File: src/hdl/jsu_pkg.sv
// ----------------------------------------------------------------------------
// jsu_pkg: shared types and constants for the JSON string unescape unit
// Parser phases, status codes, character constants and the hex digit decoder.
// ----------------------------------------------------------------------------
`default_nettype none

package jsu_pkg;

  // Parser phase; codes above PH_UNI never occur and act as idle
  typedef enum logic [2:0] {
    PH_IDLE = 3'd0,
    PH_STR  = 3'd1,
    PH_ESC  = 3'd2,
    PH_UNI  = 3'd3
  } phase_t;

  // Status codes carried on the result channel
  localparam logic [2:0] ST_RUN    = 3'd0;
  localparam logic [2:0] ST_DONE   = 3'd1;
  localparam logic [2:0] ST_NOQ    = 3'd2;
  localparam logic [2:0] ST_TESC   = 3'd3;
  localparam logic [2:0] ST_TUNI   = 3'd4;
  localparam logic [2:0] ST_BADU   = 3'd5;
  localparam logic [2:0] ST_BADESC = 3'd6;
  localparam logic [2:0] ST_UNTERM = 3'd7;

  // Largest code point accepted from a \u escape
  localparam logic [15:0] UNI_MAX    = 16'h007F;
  // Digit count of a \u escape and the hex_count value of its last digit
  localparam int unsigned HEX_DIGITS = 4;
  localparam logic [1:0]  HEX_LAST   = 2'(HEX_DIGITS - 1);

  // Characters that steer the parser
  localparam logic [7:0] CH_QUOTE = 8'h22;
  localparam logic [7:0] CH_BSLSH = 8'h5C;
  localparam logic [7:0] CH_SLASH = 8'h2F;
  localparam logic [7:0] CH_B     = 8'h62;
  localparam logic [7:0] CH_F     = 8'h66;
  localparam logic [7:0] CH_N     = 8'h6E;
  localparam logic [7:0] CH_R     = 8'h72;
  localparam logic [7:0] CH_T     = 8'h74;
  localparam logic [7:0] CH_U     = 8'h75;

  // Control bytes produced by escapes
  localparam logic [7:0] CTL_BS = 8'h08;
  localparam logic [7:0] CTL_FF = 8'h0C;
  localparam logic [7:0] CTL_LF = 8'h0A;
  localparam logic [7:0] CTL_CR = 8'h0D;
  localparam logic [7:0] CTL_HT = 8'h09;

  // One input beat
  typedef struct packed {
    logic [7:0] byte_in;
    logic       first_byte;
    logic       end_of_input;
  } item_t;

  // One result beat
  typedef struct packed {
    logic [7:0] out_byte;
    logic       out_valid;
    logic [2:0] status;
  } res_t;

  // Parser state carried from beat to beat
  typedef struct packed {
    phase_t      phase;
    logic [1:0]  hex_count;
    logic [15:0] hex_value;
    logic        hex_bad;
  } state_t;

  // Hex digit decode: bit 4 flags a non-hex byte, bits 3:0 the digit (0 if bad)
  function automatic logic [4:0] hex_digit(input logic [7:0] c);
    logic [4:0] d;
    if (c >= 8'h30 && c <= 8'h39) begin
      d = {1'b0, 4'(c - 8'h30)};
    end else if (c >= 8'h61 && c <= 8'h66) begin
      d = {1'b0, 4'(c - 8'h57)};
    end else if (c >= 8'h41 && c <= 8'h46) begin
      d = {1'b0, 4'(c - 8'h37)};
    end else begin
      d = 5'b1_0000;
    end
    return d;
  endfunction

endpackage

`default_nettype wire

File: src/hdl/jsu_intf.sv
// ----------------------------------------------------------------------------
// jsu_intf: valid/ready channels of the JSON string unescape unit
// Input channel carries raw bytes, result channel carries decoded bytes.
// ----------------------------------------------------------------------------
`default_nettype none

interface jsu_in_if;
  logic       valid;
  logic       ready;
  logic [7:0] byte_in;
  logic       first_byte;
  logic       end_of_input;

  modport source (output valid, byte_in, first_byte, end_of_input, input ready);
  modport sink   (input valid, byte_in, first_byte, end_of_input, output ready);
endinterface

interface jsu_out_if;
  logic       valid;
  logic       ready;
  logic [7:0] out_byte;
  logic       out_valid;
  logic [2:0] status;

  modport source (output valid, out_byte, out_valid, status, input ready);
  modport sink   (input valid, out_byte, out_valid, status, output ready);
endinterface

`default_nettype wire

File: src/hdl/json_string_unescape_unit.sv
// ----------------------------------------------------------------------------
// json_string_unescape_unit: JSON string unescaper, one byte per cycle unless out_ch stalls
// Registers each input beat, runs one unescape step and registers the result.
// ----------------------------------------------------------------------------
//  channel   dir  handshake           payload
//  in_ch     in   valid / ready       byte_in[7:0], first_byte, end_of_input
//  out_ch    out  valid / ready       out_byte[7:0], out_valid, status[2:0]
//
//  Each input beat gives exactly one result beat, via the input and result registers.
//  Throughput is one beat per cycle while out_ch.ready is high; the parser state
//  loop closes through the decode step between the input and result registers.
//  Synchronous active-low reset clears both valid flags and the parser to idle.
//  A stalled result holds in its register; in_ch.ready drops only when both
//  the input and the result register are full and out_ch.ready is low.
// ----------------------------------------------------------------------------
`default_nettype none

module json_string_unescape_unit import jsu_pkg::*; (
  input  logic      clk,
  input  logic      rst_n,
  jsu_in_if.sink    in_ch,
  jsu_out_if.source out_ch
);

  item_t  item_r;
  logic   in_vld_r;
  state_t st_r;
  state_t st_nxt;
  res_t   res_r;
  res_t   res_nxt;
  logic   out_vld_r;
  logic   adv;
  logic   in_acc;

  // Advance when a beat waits and the result register frees up
  assign adv    = in_vld_r && (!out_vld_r || out_ch.ready);
  assign in_acc = in_ch.valid && in_ch.ready;

  assign in_ch.ready = !in_vld_r || adv;

  jsu_decode u_decode (
    .item   (item_r),
    .st     (st_r),
    .st_nxt (st_nxt),
    .res    (res_nxt)
  );

  // Input register
  always_ff @(posedge clk) begin
    if (!rst_n) begin
      in_vld_r <= 1'b0;
    end else if (in_acc) begin
      in_vld_r <= 1'b1;
    end else if (adv) begin
      in_vld_r <= 1'b0;
    end
  end

  always_ff @(posedge clk) begin
    if (in_acc) begin
      item_r.byte_in      <= in_ch.byte_in;
      item_r.first_byte   <= in_ch.first_byte;
      item_r.end_of_input <= in_ch.end_of_input;
    end
  end

  // Parser state
  always_ff @(posedge clk) begin
    if (!rst_n) begin
      st_r.phase     <= PH_IDLE;
      st_r.hex_count <= 2'd0;
      st_r.hex_value <= 16'h0000;
      st_r.hex_bad   <= 1'b0;
    end else if (adv) begin
      st_r <= st_nxt;
    end
  end

  // Result register
  always_ff @(posedge clk) begin
    if (!rst_n) begin
      out_vld_r <= 1'b0;
    end else if (adv) begin
      out_vld_r <= 1'b1;
    end else if (out_ch.ready) begin
      out_vld_r <= 1'b0;
    end
  end

  always_ff @(posedge clk) begin
    if (adv) begin
      res_r <= res_nxt;
    end
  end

  assign out_ch.valid     = out_vld_r;
  assign out_ch.out_byte  = res_r.out_byte;
  assign out_ch.out_valid = res_r.out_valid;
  assign out_ch.status    = res_r.status;

`ifndef ASSERT_OFF
  a_byte_only_running: assert property (@(posedge clk) disable iff (!rst_n)
    out_vld_r && res_r.out_valid |-> res_r.status == ST_RUN)
    else $error("decoded byte emitted with a final status");

  a_byte_zero_when_none: assert property (@(posedge clk) disable iff (!rst_n)
    out_vld_r && !res_r.out_valid |-> res_r.out_byte == 8'h00)
    else $error("out_byte nonzero without a decoded byte");

  a_count_clear_in_string: assert property (@(posedge clk) disable iff (!rst_n)
    (st_r.phase == PH_STR || st_r.phase == PH_ESC) |-> st_r.hex_count == 2'd0)
    else $error("hex digit count left over in a string phase");

  a_advance_fills_out: assert property (@(posedge clk) disable iff (!rst_n)
    adv |=> out_vld_r)
    else $error("advanced beat did not reach the result register");
`endif

endmodule

`default_nettype wire

File: src/hdl/jsu_decode.sv
// ----------------------------------------------------------------------------
// jsu_decode: per-byte unescape step
// Computes the result beat and the next parser state from one input beat.
// ----------------------------------------------------------------------------
`default_nettype none

module jsu_decode import jsu_pkg::*; (
  input  item_t  item,
  input  state_t st,
  output state_t st_nxt,
  output res_t   res
);

  logic [4:0]  dig;
  logic [15:0] hex_acc;
  logic        bad_acc;

  // Accumulate the next hex digit
  assign dig     = hex_digit(item.byte_in);
  assign hex_acc = {st.hex_value[11:0], dig[3:0]};
  assign bad_acc = st.hex_bad | dig[4];

  always_comb begin
    st_nxt        = st;
    res.out_byte  = 8'h00;
    res.out_valid = 1'b0;
    res.status    = ST_RUN;

    if (item.first_byte) begin
      // Restart overrides any phase
      st_nxt.hex_count = 2'd0;
      st_nxt.hex_value = 16'h0000;
      st_nxt.hex_bad   = 1'b0;
      if (item.end_of_input || item.byte_in != CH_QUOTE) begin
        st_nxt.phase = PH_IDLE;
        res.status   = ST_NOQ;
      end else begin
        st_nxt.phase = PH_STR;
      end
    end else begin
      case (st.phase)
        PH_STR: begin
          if (item.end_of_input) begin
            st_nxt.phase = PH_IDLE;
            res.status   = ST_UNTERM;
          end else if (item.byte_in == CH_QUOTE) begin
            st_nxt.phase = PH_IDLE;
            res.status   = ST_DONE;
          end else if (item.byte_in == CH_BSLSH) begin
            st_nxt.phase = PH_ESC;
          end else begin
            res.out_byte  = item.byte_in;
            res.out_valid = 1'b1;
          end
        end
        PH_ESC: begin
          if (item.end_of_input) begin
            st_nxt.phase = PH_IDLE;
            res.status   = ST_TESC;
          end else begin
            st_nxt.phase  = PH_STR;
            res.out_valid = 1'b1;
            case (item.byte_in)
              CH_QUOTE: res.out_byte = CH_QUOTE;
              CH_BSLSH: res.out_byte = CH_BSLSH;
              CH_SLASH: res.out_byte = CH_SLASH;
              CH_B:     res.out_byte = CTL_BS;
              CH_F:     res.out_byte = CTL_FF;
              CH_N:     res.out_byte = CTL_LF;
              CH_R:     res.out_byte = CTL_CR;
              CH_T:     res.out_byte = CTL_HT;
              CH_U: begin
                res.out_valid    = 1'b0;
                st_nxt.phase     = PH_UNI;
                st_nxt.hex_count = 2'd0;
                st_nxt.hex_value = 16'h0000;
                st_nxt.hex_bad   = 1'b0;
              end
              default: begin
                res.out_valid = 1'b0;
                st_nxt.phase  = PH_IDLE;
                res.status    = ST_BADESC;
              end
            endcase
          end
        end
        PH_UNI: begin
          if (item.end_of_input) begin
            st_nxt.phase = PH_IDLE;
            res.status   = ST_TUNI;
          end else begin
            st_nxt.hex_value = hex_acc;
            st_nxt.hex_bad   = bad_acc;
            if (st.hex_count == HEX_LAST) begin
              // Last digit: check and emit the code point
              st_nxt.hex_count = 2'd0;
              if (bad_acc || hex_acc > UNI_MAX) begin
                st_nxt.phase = PH_IDLE;
                res.status   = ST_BADU;
              end else begin
                st_nxt.phase  = PH_STR;
                res.out_byte  = hex_acc[7:0];
                res.out_valid = 1'b1;
              end
            end else begin
              st_nxt.hex_count = st.hex_count + 2'd1;
            end
          end
        end
        default: begin
          // Idle: hold state, report nothing
        end
      endcase
    end
  end

endmodule

`default_nettype wire
File: src/flat_wrapper.sv
// flat-port wrapper written by rule: the top's interface ports become plain ports
module json_string_unescape_unit_flat import jsu_pkg::*;
  (clk, rst_n, in_ch_valid, in_ch_byte_in, in_ch_first_byte, in_ch_end_of_input, in_ch_ready, out_ch_valid, out_ch_out_byte, out_ch_out_valid, out_ch_status, out_ch_ready);
  jsu_in_if in_ch_i ();
  jsu_out_if out_ch_i ();
  input  logic clk;
  input  logic rst_n;
  input wire logic [$bits(in_ch_i.valid)-1:0] in_ch_valid;
  input wire logic [$bits(in_ch_i.byte_in)-1:0] in_ch_byte_in;
  input wire logic [$bits(in_ch_i.first_byte)-1:0] in_ch_first_byte;
  input wire logic [$bits(in_ch_i.end_of_input)-1:0] in_ch_end_of_input;
  output wire logic [$bits(in_ch_i.ready)-1:0] in_ch_ready;
  output wire logic [$bits(out_ch_i.valid)-1:0] out_ch_valid;
  output wire logic [$bits(out_ch_i.out_byte)-1:0] out_ch_out_byte;
  output wire logic [$bits(out_ch_i.out_valid)-1:0] out_ch_out_valid;
  output wire logic [$bits(out_ch_i.status)-1:0] out_ch_status;
  input wire logic [$bits(out_ch_i.ready)-1:0] out_ch_ready;
  assign in_ch_i.valid = in_ch_valid;
  assign in_ch_i.byte_in = in_ch_byte_in;
  assign in_ch_i.first_byte = in_ch_first_byte;
  assign in_ch_i.end_of_input = in_ch_end_of_input;
  assign in_ch_ready = in_ch_i.ready;
  assign out_ch_valid = out_ch_i.valid;
  assign out_ch_out_byte = out_ch_i.out_byte;
  assign out_ch_out_valid = out_ch_i.out_valid;
  assign out_ch_status = out_ch_i.status;
  assign out_ch_i.ready = out_ch_ready;
  json_string_unescape_unit u_core (.clk(clk), .rst_n(rst_n), .in_ch(in_ch_i), .out_ch(out_ch_i));
endmodule
File: config.mk
export PLATFORM = sky130hd
export DESIGN_NAME = json_string_unescape_unit_flat
export DESIGN_NICKNAME = d
export VERILOG_FILES = /design/src/hdl/jsu_pkg.sv /design/src/hdl/jsu_intf.sv /design/src/hdl/json_string_unescape_unit.sv /design/src/hdl/jsu_decode.sv /design/src/flat_wrapper.sv
export SDC_FILE = /design/constraint.sdc
export NUM_CORES = 1
export LEC_CHECK = 0
export BUFFER_PORTS_ARGS = -buffer_cell sky130_fd_sc_hd__clkbuf_2
export CAP_MARGIN = 10
export CORE_MARGIN = 2
export CORE_UTILIZATION = 62
export DETAILED_ROUTE_END_ITERATION = 16
export GPL_TIMING_DRIVEN = 0
export PLACE_DENSITY_LB_ADDON = 0.12
export SLEW_MARGIN = 20
export SYNTH_ARGS = -nofsm -noshare
export SYNTH_HDL_FRONTEND = slang
export SYNTH_SLANG_ARGS = --single-unit
File: constraint.sdc
create_clock -name clk -period 3.72 [get_ports clk]
set_clock_uncertainty 0.15 [all_clocks]
set_input_delay 0.744 -clock clk [delete_from_list [all_inputs] [get_ports clk]]
set_output_delay 0.744 -clock clk [all_outputs]
set_load 0.02 [all_outputs]
Yosys cells after proc, flatten, opt, wreduce, memory -nomap -nowiden
Cells that the tools add are included.
{"block": "op_classes", "n_addsub": 4, "n_lt_le_gt_ge": 7, "n_eq_ne": 19, "mux": 41, "n_bitwise": 1, "n_reduce_logical": 19}
{"operator": "19-bit 2-to-1 mux", "n": 3}
{"operator": "8-bit by 7-bit equality test with 1-bit output (second input constant)", "n": 7}
{"operator": "7-bit case mux with 8 select lines", "n": 1}
{"operator": "9-bit 2-to-1 mux", "n": 5}
{"operator": "19-bit case mux with 2 select lines", "n": 1}
{"operator": "12-bit case mux with 3 select lines", "n": 1}
{"operator": "3-bit 2-to-1 mux", "n": 11}
{"operator": "22-bit 2-to-1 mux", "n": 1}
{"operator": "8-bit by 6-bit equality test with 1-bit output (second input constant)", "n": 2}
{"operator": "8-bit by 7-bit >= comparator with 1-bit output (second input constant)", "n": 2}
{"operator": "16-bit by 7-bit greater-than comparator with 1-bit output (second input constant)", "n": 1}
{"operator": "8-bit by 7-bit less-or-equal comparator with 1-bit output (second input constant)", "n": 2}
{"operator": "5-bit 2-to-1 mux", "n": 3}
{"operator": "12-bit 2-to-1 mux", "n": 1}
{"operator": "3-bit case mux with 3 select lines", "n": 1}
{"operator": "9-bit OR reduction", "n": 1}
{"operator": "8-bit by 6-bit >= comparator with 1-bit output (second input constant)", "n": 1}
{"operator": "8-bit by 6-bit less-or-equal comparator with 1-bit output (second input constant)", "n": 1}
{"operator": "1-bit 2-to-1 mux", "n": 8}
{"operator": "8-bit 2-to-1 mux", "n": 1}
{"operator": "8-bit by 6-bit != test with 1-bit output (second input constant)", "n": 1}
{"operator": "8-bit OR reduction", "n": 1}
{"operator": "4-bit by 3-bit subtractor with 4-bit output (second input constant)", "n": 2}
{"operator": "3-bit by 2-bit equality test with 1-bit output (second input constant)", "n": 2}
{"operator": "19 further kinds", "n": 31}
{"block": "word_totals", "register_bits": 42, "inputBits": 14, "out_inout_bits": 14, "word_cells": 103}

Longest topological paths before layout
Gate-level depths: netlist of the first run.
{"block": "depth", "ltp_word": 12, "depth_mapped": 8, "depth_no_buf": 7}

Modules after synthesis
Synthesis of the first run repeated with hierarchy kept, for this count alone.
{"block": "hier_totals", "cells_unflattened": 320, "hier_area_um2": 2767.7}
{"module": "json_string_unescape_unit", "instances": 1, "cells_per_inst": 127, "area_each_um2": 1652.8, "seq_area_each_um2": 1141.1}
{"module": "jsu_decode", "instances": 1, "cells_per_inst": 193, "area_each_um2": 1114.8, "seq_area_each_um2": 0.0}

Least setup slack after synthesis of the first run
Ideal clock, no wire load.
{"block": "synth_path", "path_type": "input-to-reg", "from": "input out_ch_ready", "to": "register u_core.st_r[20] (netlist bit)", "setup_ns": 0.070, "arrival_ns": 2.471, "required_time_ns": 3.500, "slack_ns": 1.029, "stages": 5, "n_path_buf": 0, "path_cell_list": "nor2b_1 -> nor2b_1 -> o311ai_0 -> or4_1 -> a21boi_1"}
{"block": "synth_between", "elab_chain_len": 3}
{"item": "from (decl)", "line_no": "flat_wrapper.sv:17", "source": "input wire logic [$bits(out_ch_i.ready)-1:0] out_ch_ready;"}
{"item": "1-bit logical OR", "line_no": "json_string_unescape_unit.sv:36", "source": "assign adv = in_vld_r && (!out_vld_r || out_ch.ready);"}
{"item": "1-bit logical AND", "line_no": "json_string_unescape_unit.sv:36"}
{"item": "net u_core.adv", "line_no": "json_string_unescape_unit.sv:32", "source": "logic adv;"}
{"item": "4-bit AND reduction (no line)"}
{"item": "to (signal assigned)", "line_no": "json_string_unescape_unit.sv:75", "source": "st_r <= st_nxt;"}
{"item": "to (decl)", "line_no": "json_string_unescape_unit.sv:27", "source": "state_t st_r;"}
The timed path passes the listed nets, and every way through them passes these cells.
A chain may end at the register's enable or synchronous reset.

Final worst setup path of the first run
{"block": "layout_path", "from": "register u_core.item_r[2] (netlist bit)", "to": "register u_core.res_r, in the netlist u_core.out_ch.status[2], data pin"}
{"block": "layout_between", "elab_chain_len": 12, "word_cells_on_any_way": 35, "cone_classes": "add/sub: 3; order compare: 7; eq/ne: 9; mux: 10; bitwise: 1; reduce/logical: 5"}
{"item": "from (decl)", "line_no": "json_string_unescape_unit.sv:25", "source": "item_t item_r;"}
{"item": "8-bit by 7-bit >= comparator with 1-bit output or 8-bit by 7-bit less-or-equal comparator with 1-bit output (tied branches)", "line_no": "jsu_pkg.sv:80", "source": "end else if (c >= 8'h41 && c <= 8'h46) begin"}
{"item": "1-bit logical AND", "line_no": "jsu_pkg.sv:80"}
{"item": "5-bit 2-to-1 mux", "line_no": "jsu_pkg.sv:80"}
{"item": "5-bit 2-to-1 mux", "line_no": "jsu_pkg.sv:78", "source": "end else if (c >= 8'h61 && c <= 8'h66) begin"}
{"item": "5-bit 2-to-1 mux", "line_no": "jsu_pkg.sv:76", "source": "if (c >= 8'h30 && c <= 8'h39) begin"}
{"item": "16-bit by 7-bit greater-than comparator with 1-bit output or 1-bit OR (tied branches)", "line_no": "jsu_decode.sv:97, jsu_decode.sv:21"}
{"item": "1-bit logical OR", "line_no": "jsu_decode.sv:97", "source": "if (bad_acc || hex_acc > UNI_MAX) begin"}
{"item": "3-bit 2-to-1 mux", "line_no": "jsu_decode.sv:97"}
{"item": "12-bit 2-to-1 mux", "line_no": "jsu_decode.sv:94", "source": "if (st.hex_count == HEX_LAST) begin"}
{"item": "3-bit 2-to-1 mux", "line_no": "jsu_decode.sv:88", "source": "if (item.end_of_input) begin"}
{"item": "12-bit case mux with 3 select lines *", "line_no": "jsu_decode.sv:41", "source": "case (st.phase)"}
{"item": "3-bit 2-to-1 mux *", "line_no": "jsu_decode.sv:29", "source": "if (item.first_byte) begin"}
{"item": "to (signal assigned)", "line_no": "json_string_unescape_unit.sv:92", "source": "res_r <= res_nxt;"}
{"item": "to (decl)", "line_no": "json_string_unescape_unit.sv:29", "source": "res_t res_r;"}
Every way passes the cells marked *; elsewhere a longest branch is shown, timed or not.

==> impl_metrics.csv, run 1 <==
group,metric,value,unit
setup_path,cp_cell_sequence,"inv_1 -> ha_1 -> or3b_2 -> buf_2 -> nor4b_2 -> nor4_1 -> nand3_1 -> a21oi_1",
setup_path,start_kind,"flop",
power_and_ir_drop,ir_drop,0.308,mV
setup_path,crit_cells,8,
drt,postRouteAntennaNets,0,
setup_path,cpLargestDelayFamily,"simple AND/OR/NAND/NOR gates",
run,drv_cap,0,
setup_path,worstPathMaxFanout,8,
setup_path,critPathKind,"flop to flop",
yosys,yosysWarnings,0,
placement,dp.cells,319,
drt,wl_per_cell,15.7,um
clock_network,cts_setup_buffers,0,
setup_path,cp_num_buf_inv,2,
clock_network,clock_latency,0.30,ns
grt,grt_pass1_vias,1827,
placement,dp_hpwl,3770,um
final_layout,final_layout_size_suffix_gt1_share,19.0,%
drt,wirelength,5120,um
clock_network,cts_hold_buf,0,
final_layout,nets,297,
setup_path,cpMaxStageDelayCell,"edfxtp_1",
yosys,synth-edff-count,22,
clock_network,numCtsBuffers,5,
floorplanning,die_area,4220,um^2
setup_path,rrSetupSlack,0.85,ns
timing,worst_slew_pin_slew,0.782,ns
drt,firstDrtPassIters,6,
grt,grt-ovfl-total,0,
placement,gp_congestion,0.931,
drt,drc,0,
final_layout,syn2layout_area_growth,12.3,%
timing,setup_slack,0.847,ns
final_layout,instances_no_fill,327,
setup_path,r2r_cells,8,
clock_network,post_cts_resized,0,
timing,finalSetupViolCount,0,
floorplanning,core,3610,um^2
clock_network,clk_pin_slew_worst_paths,0.08,ns
yosys,synth_cells,244,
clock_network,cts.sinks,41,
setup_path,crit_path_max_incr_delay,0.48,ns
floorplanning,initial_core_util,63.8,%
timing,finalSetupTns,0,ns
final_layout,fill_cells,292,
grt,antenna_found_initial,0,
setup_path,rr_startpoint,"u_core.item_r[2]$_DFFE_PP_",
drt,via_per_inst,6.17,
floorplanning,die_y,64.9,um
grt,grt_usage,27.3,%
drt,num_vias,2018,
power_and_ir_drop,power_density,344,nW/um^2
setup_path,r2r_end,"u_core.out_ch.status[2]$_SDFFCE_PP0P_",
yosys,synth_cell_types,55,
setup_path,worstSetupStartpoint,"u_core.item_r[2]$_DFFE_PP_",
floorplanning,io_pins,28,
grt,grt_max_degree,16,
floorplanning,rows,22,
yosys,synth-seq-cells,41,
placement,dpl_worst_slack,0.420,ns
floorplanning,die_w,64.9,um
clock_network,root_buffer,"clkbuf_8",
grt,grt_pass1_wl,8780,um
power_and_ir_drop,p_leak,0.000928,uW
yosys,synth_area,2300,um^2
setup_path,cp-end-kind,"flop",
final_layout,n_antenna_cell,0,
placement,port_buffers,27,
clock_network,cts_tree,"done",
timing,fin_crit,2.87,ns
timing,final-max-slew-violation-count,0,
setup_path,cp.required,3.62,ns
yosys,synthArstFlopShare,0,%
setup_path,worstSetupEndpoint,"u_core.out_ch.status[2]$_SDFFCE_PP0P_",
setup_path,crit_arrival,2.77,ns
timing,max_freq,348,MHz
timing,hold_viol_final,0,
clock_network,cts_buffer_depth,2,
hold_path,hp-class,"flop to flop",
yosys,ys.flop_type,"edfxtp_1",
timing,finalCritPeriodShare,77.2,%
timing,rsz0062_at_grt,"no",
yosys,yosysSeqAreaShare,45.2,%
yosys,avgSynthCellArea,9.44,um^2
yosys,synth_nets,263,
drt,drt_iter0_markers,243,
run_status,status,"finished clean",
timing,relSlewSlack,47.4,%
clock_network,htree_levels,2,
==> layer usage <==
layer	routed length, um	up-vias	global-route usage [%]	part of all wire, %
li1	-	992	-	-
met1	2330	932	37.1	45
met2	2340	86	42.0	46
met3	363	8	6.42	7.1
met4	90	0	11.2	1.8
met5	0	-	0	0
==> cell type report <==
type / count / area, um^2 / share of cell area [%]
multi-input combinational: 182 / 1170 / 45.4
sequential: 41 / 1040 / 40.3
timing repair buffer: 27 / 135 / 5.23
clock buffer: 5 / 68.8 / 2.66
buffer: 15 / 68.8 / 2.66
tap: 48 / 60.1 / 2.32
inverter: 6 / 22.5 / 0.871
clock inverter: 3 / 16.3 / 0.629
==> how the worst min path moves through the flow <==
stage	start	end	slack, ns	cells past startpoint
after CTS	u_core.st_r[9]$_SDFFE_PN0P_	u_core.st_r[9]$_SDFFE_PN0P_	0.31	2
after global routing	u_core.st_r[9]$_SDFFE_PN0P_	u_core.st_r[9]$_SDFFE_PN0P_	0.33	2
after global placement	u_core.st_r[11]$_SDFFE_PN0P_	u_core.st_r[11]$_SDFFE_PN0P_	0.29	2
after detailed placement	u_core.st_r[9]$_SDFFE_PN0P_	u_core.st_r[9]$_SDFFE_PN0P_	0.30	2
final	u_core.st_r[9]$_SDFFE_PN0P_	u_core.st_r[9]$_SDFFE_PN0P_	0.30	2
after floorplan	u_core.st_r[9]$_SDFFE_PN0P_	u_core.st_r[9]$_SDFFE_PN0P_	0.28	2
==> kinds of logic after synthesis <==
kind of cell	after synthesis	synth area share [%]
xor+xnor	1	0.381
buf+inv	21	3.97
compound gates	66	19.2
flops	41	45.2
mux	3	1.30
fa+ha+maj	5	2.72
simple gates	107	27.2
==> state kept, by name (all words and copies together), names as in the netlist <==
name,flops
u_core.out_ch.status,3
u_core.in_vld_r,1
u_core.item_r,10
u_core.out_ch.out_valid,1
u_core.out_ch.out_byte,8
u_core.out_ch.valid,1
u_core.st_r,17
==> layout by cell type (no fill, tap or decap), types with 3 or more instances in the layout <==
cell | synthesis | layout
nor2b_1 | 5 | 4
nor3b_1 | 3 | 3
ha_1 | 5 | 5
nand2_1 | 23 | 23
a21boi_1 | 12 | 12
nand4_1 | 4 | 4
nor3_1 | 5 | 5
clkbuf_1 | 7 | 7
a31oi_1 | 7 | 7
o21ai_0 | 5 | 5
nor4_1 | 4 | 4
o21ai_1 | 5 | 5
clkbuf_8 | 0 | 5
a21oi_1 | 14 | 14
nor2_1 | 13 | 13
inv_1 | 6 | 6
mux2i_1 | 3 | 3
nand3_1 | 25 | 25
or4b_1 | 3 | 3
clkbuf_2 | 0 | 27
dfxtp_1 | 19 | 19
buf_2 | 7 | 7
edfxtp_1 | 22 | 22
==> synthesized netlist by cell type (all sizes together) (3+ instances only) <==
cell	count	area (um^2)
nor2	14	68.8
mux2i	3	30.0
nor4b	3	38.8
inv	6	22.5
nand4	4	25.0
nor2b	5	31.3
edfxtp	22	661
nand3	25	125
nor3	6	35.0
ha	5	62.6
nand2	23	86.3
nor3b	5	47.5
nor4	4	25.0
a31oi	7	43.8
a21oi	14	70.1
or4b	3	30.0
dfxtp	19	380
buf	8	42.5
o21ai	10	50.0
clkbuf	7	26.3
a21boi	12	90.1
==> worst register-to-register path, stage by stage, from the launching register on <==
cell and delay [ns]:
edfxtp_1 0.48, inv_1 0.17, ha_1 0.30, or3b_2 0.46, buf_2 0.22, nor4b_2 0.47
nor4_1 0.16, nand3_1 0.14, a21oi_1 0.07
==> where the power goes <==
| part | total (uW) | internal, uW | switching (uW) |
|---|---|---|---|
| Sequential | 504 | 492 | 11.6 |
| Clock | 288 | 130 | 158 |
| Combinational | 98.7 | 35.8 | 62.9 |
| Total | 890 | 658 | 233 |
==> per-stage QoR <==
step | area, um^2 | hold slack (ns) | total power, uW | utilization, %
after floorplan | 2300 | 0.280 | 580 | -
after global placement | 2500 | 0.290 | 609 | 69.3
after detailed placement | 2500 | 0.295 | 611 | 69.3
after CTS | 2580 | 0.305 | 894 | 71.6
after global routing | 2580 | 0.326 | 924 | 71.7
final | 2580 | 0.301 | 890 | 71.7
Note: power is estimated with default switching activity, not from simulation.
==> inputs of run 2 (changes only) <==
CORE_UTILIZATION = 52   (was 62)
clock period = 2.6 ns   (was 3.72 ns; I/O delays follow)
==> run 2 against run 1 <==
Against the previous run: final area grew 3.6%; flip-flop and latch count did not move; critical path type unchanged; critical path depth stayed put; register-to-register slack lost 0.73 ns.
==> impl_metrics.csv, run 2 (synthesis results as in run 1) <==
group,metric,value,unit
setup_path,cp.required,2.68,ns
clock_network,clock_latency,0.29,ns
final_layout,final_layout_size_suffix_gt1_share,21.5,%
power_and_ir_drop,power_density,475,nW/um^2
power_and_ir_drop,pwr-share-comb,12.4,%
final_layout,final-seq-area,1040,um^2
grt,grt-ovfl-total,0,
run_status,status,"finished clean",
timing,fin_crit,2.48,ns
drt,wirelength,5510,um
clock_network,numCtsBuffers,5,
clock_network,cts_hold_buf,0,
floorplanning,die_w,70.5,um
hold_path,hp-class,"input pin to flop",
setup_path,start_kind,"flop",
setup_path,r2r_end,"u_core.st_r[20]$_SDFFE_PN0P_",
timing,worst_slew_pin_slew,0.639,ns
run,drv_cap,0,
grt,grt_pass1_wl,8930,um
timing,final-max-slew-violation-count,0,
final_layout,mostFrequentLayoutCells,"clkbuf_2, nand3_1, nand2_1, edfxtp_1, dfxtp_1",
power_and_ir_drop,ir_drop,0.393,mV
setup_path,crit_path_max_incr_delay,0.55,ns
timing,relSlewSlack,56.8,%
setup_path,cp-end-kind,"flop",
setup_path,cpMaxStageDelayCell,"or4_1",
power_and_ir_drop,internal_power,948,uW
final_layout,multi_input_area,1220,um^2
placement,dpl_worst_slack,-0.151,ns
final_layout,layout_commonest_cell,"clkbuf_2",
final_layout,n_antenna_cell,0,
final_layout,top_register,"u_core.st_r",
floorplanning,io_pins,28,
placement,port_buffers,27,
placement,gp_congestion,0.895,
drt,via_per_inst,6.10,
grt,grt_usage,22.4,%
setup_path,critPathKind,"flop to flop",
setup_path,rr_startpoint,"u_core.item_r[2]$_DFFE_PP_",
timing,finalSetupTns,0,ns
power_and_ir_drop,finalPower,1270,uW
setup_path,worstSetupEndpoint,"u_core.st_r[20]$_SDFFE_PN0P_",
power_and_ir_drop,p_sw_share,25.5,%
final_layout,fill_cells,398,
grt,grt_pass1_vias,1920,
setup_path,worstSetupStartpoint,"u_core.item_r[2]$_DFFE_PP_",
floorplanning,core,4320,um^2
clock_network,root_buffer,"clkbuf_8",
floorplanning,die_area,4980,um^2
floorplanning,die_y,70.5,um
clock_network,htree_levels,2,
drt,firstDrtPassIters,5,
drt,drt_iter0_markers,226,
drt,wl_per_cell,16.4,um
final_layout,syn2layout_area_growth,16.3,%
power_and_ir_drop,p_leak,0.000963,uW
final_layout,largest_reg_flops,17,
drt,drc,0,
setup_path,crit_arrival,2.56,ns
drt,num_vias,2048,
timing,finalSetupViolCount,0,
clock_network,cts_buffer_depth,2,
clock_network,cts.sinks,41,
timing,finalCritPeriodShare,95.4,%
power_and_ir_drop,p_sw,325,uW
floorplanning,initial_core_util,53.2,%
clock_network,clk_pin_slew_worst_paths,0.07,ns
grt,grt_max_degree,16,
floorplanning,rows,24,
placement,dp_hpwl,3890,um
setup_path,cp_cell_sequence,"inv_2 -> ha_4 -> or3b_2 -> buf_2 -> nor2_8 -> nor3b_2 -> or4_1 -> a21boi_1",
final_layout,nets,302,
grt,antenna_found_initial,0,
timing,hold_viol_final,0,
power_and_ir_drop,seqPwrFrac,56.6,%
setup_path,worstPathMaxFanout,8,
timing,setup_slack,0.119,ns
clock_network,cts_tree,"done",
drt,postRouteAntennaNets,0,
setup_path,rrSetupSlack,0.12,ns
timing,max_freq,403,MHz
setup_path,r2r_cells,8,
power_and_ir_drop,clkPwrFrac,31.0,%
run 2: layout make-up:
| cell class | instances | share of cell area, % |
|---|---|---|
| Multi-Input combinational cell | 182 | 45.7 |
| Tap cell | 52 | 2.43 |
| Sequential cell | 41 | 38.9 |
| Clock inverter | 2 | 0.374 |
| Buffer | 15 | 2.57 |
| Clock buffer | 6 | 2.71 |
| Timing Repair Buffer | 32 | 6.45 |
| Inverter | 6 | 0.841 |
run 2: layer usage:
metal	routed length, um	up-vias	GRT usage (%)
met2	2600	75	36.4
met5	0	-	0
met4	99	0	9.43
met1	2460	960	30.1
met3	355	12	3.70
li1	-	1001	-
run 2: per-stage QoR:
| step | util, % | cells | cell area [um^2] | hold WS, ns |
|---|---|---|---|---|
| finish | 61.9 | 336 | 2680 | 0.252 |
| global route | 61.9 | 336 | 2680 | 0.244 |
| CTS | 60.8 | 334 | 2630 | 0.250 |
| detailed placement | 57.9 | 323 | 2500 | 0.297 |
| global placement | 57.9 | 323 | 2500 | 0.290 |
| floorplan | - | 244 | 2300 | 0.280 |
run 2: worst max-delay path, delay by kind of cell (launching register included):
family | cells | cell delay, ns
and+or+nand+nor | 4 | 1.20
DFF | 1 | 0.40
buffers and inverters | 2 | 0.34
adders and majority gates | 1 | 0.17
AOI/OAI and AO/OA | 1 | 0.15
run 2: what timing repair did:
item | in CTS | in global routing
endpoints found under the setup margin | 12 | 21
setup buffers | 3 | 2
gates resized for setup | 3 | 7
pin swaps | 1 | 1
run 2: power by group through the flow:
stage	Sequential [uW]	Clock [uW]	Combinational, uW
global route	724	431	172
CTS	721	403	149
detailed placement	736	0	142
floorplan	743	0	87.0
global placement	735	0	140
finish	721	395	157
run 2: worst min-delay path by stage:
stage                                 start                           end  slack [ns]  cells past startpoint
2_1_floorplan   u_core.st_r[9]$_SDFFE_PN0P_   u_core.st_r[9]$_SDFFE_PN0P_        0.28                      2
3_3_place_gp   u_core.st_r[10]$_SDFFE_PN0P_  u_core.st_r[10]$_SDFFE_PN0P_        0.29                      2
3_5_place_dp   u_core.st_r[10]$_SDFFE_PN0P_  u_core.st_r[10]$_SDFFE_PN0P_        0.30                      2
4_1_cts                    in_ch_byte_in[0]    u_core.item_r[2]$_DFFE_PP_        0.25                      1
5_1_grt                    in_ch_byte_in[0]    u_core.item_r[2]$_DFFE_PP_        0.24                      1
6_report                   in_ch_first_byte    u_core.item_r[1]$_DFFE_PP_        0.25                      1
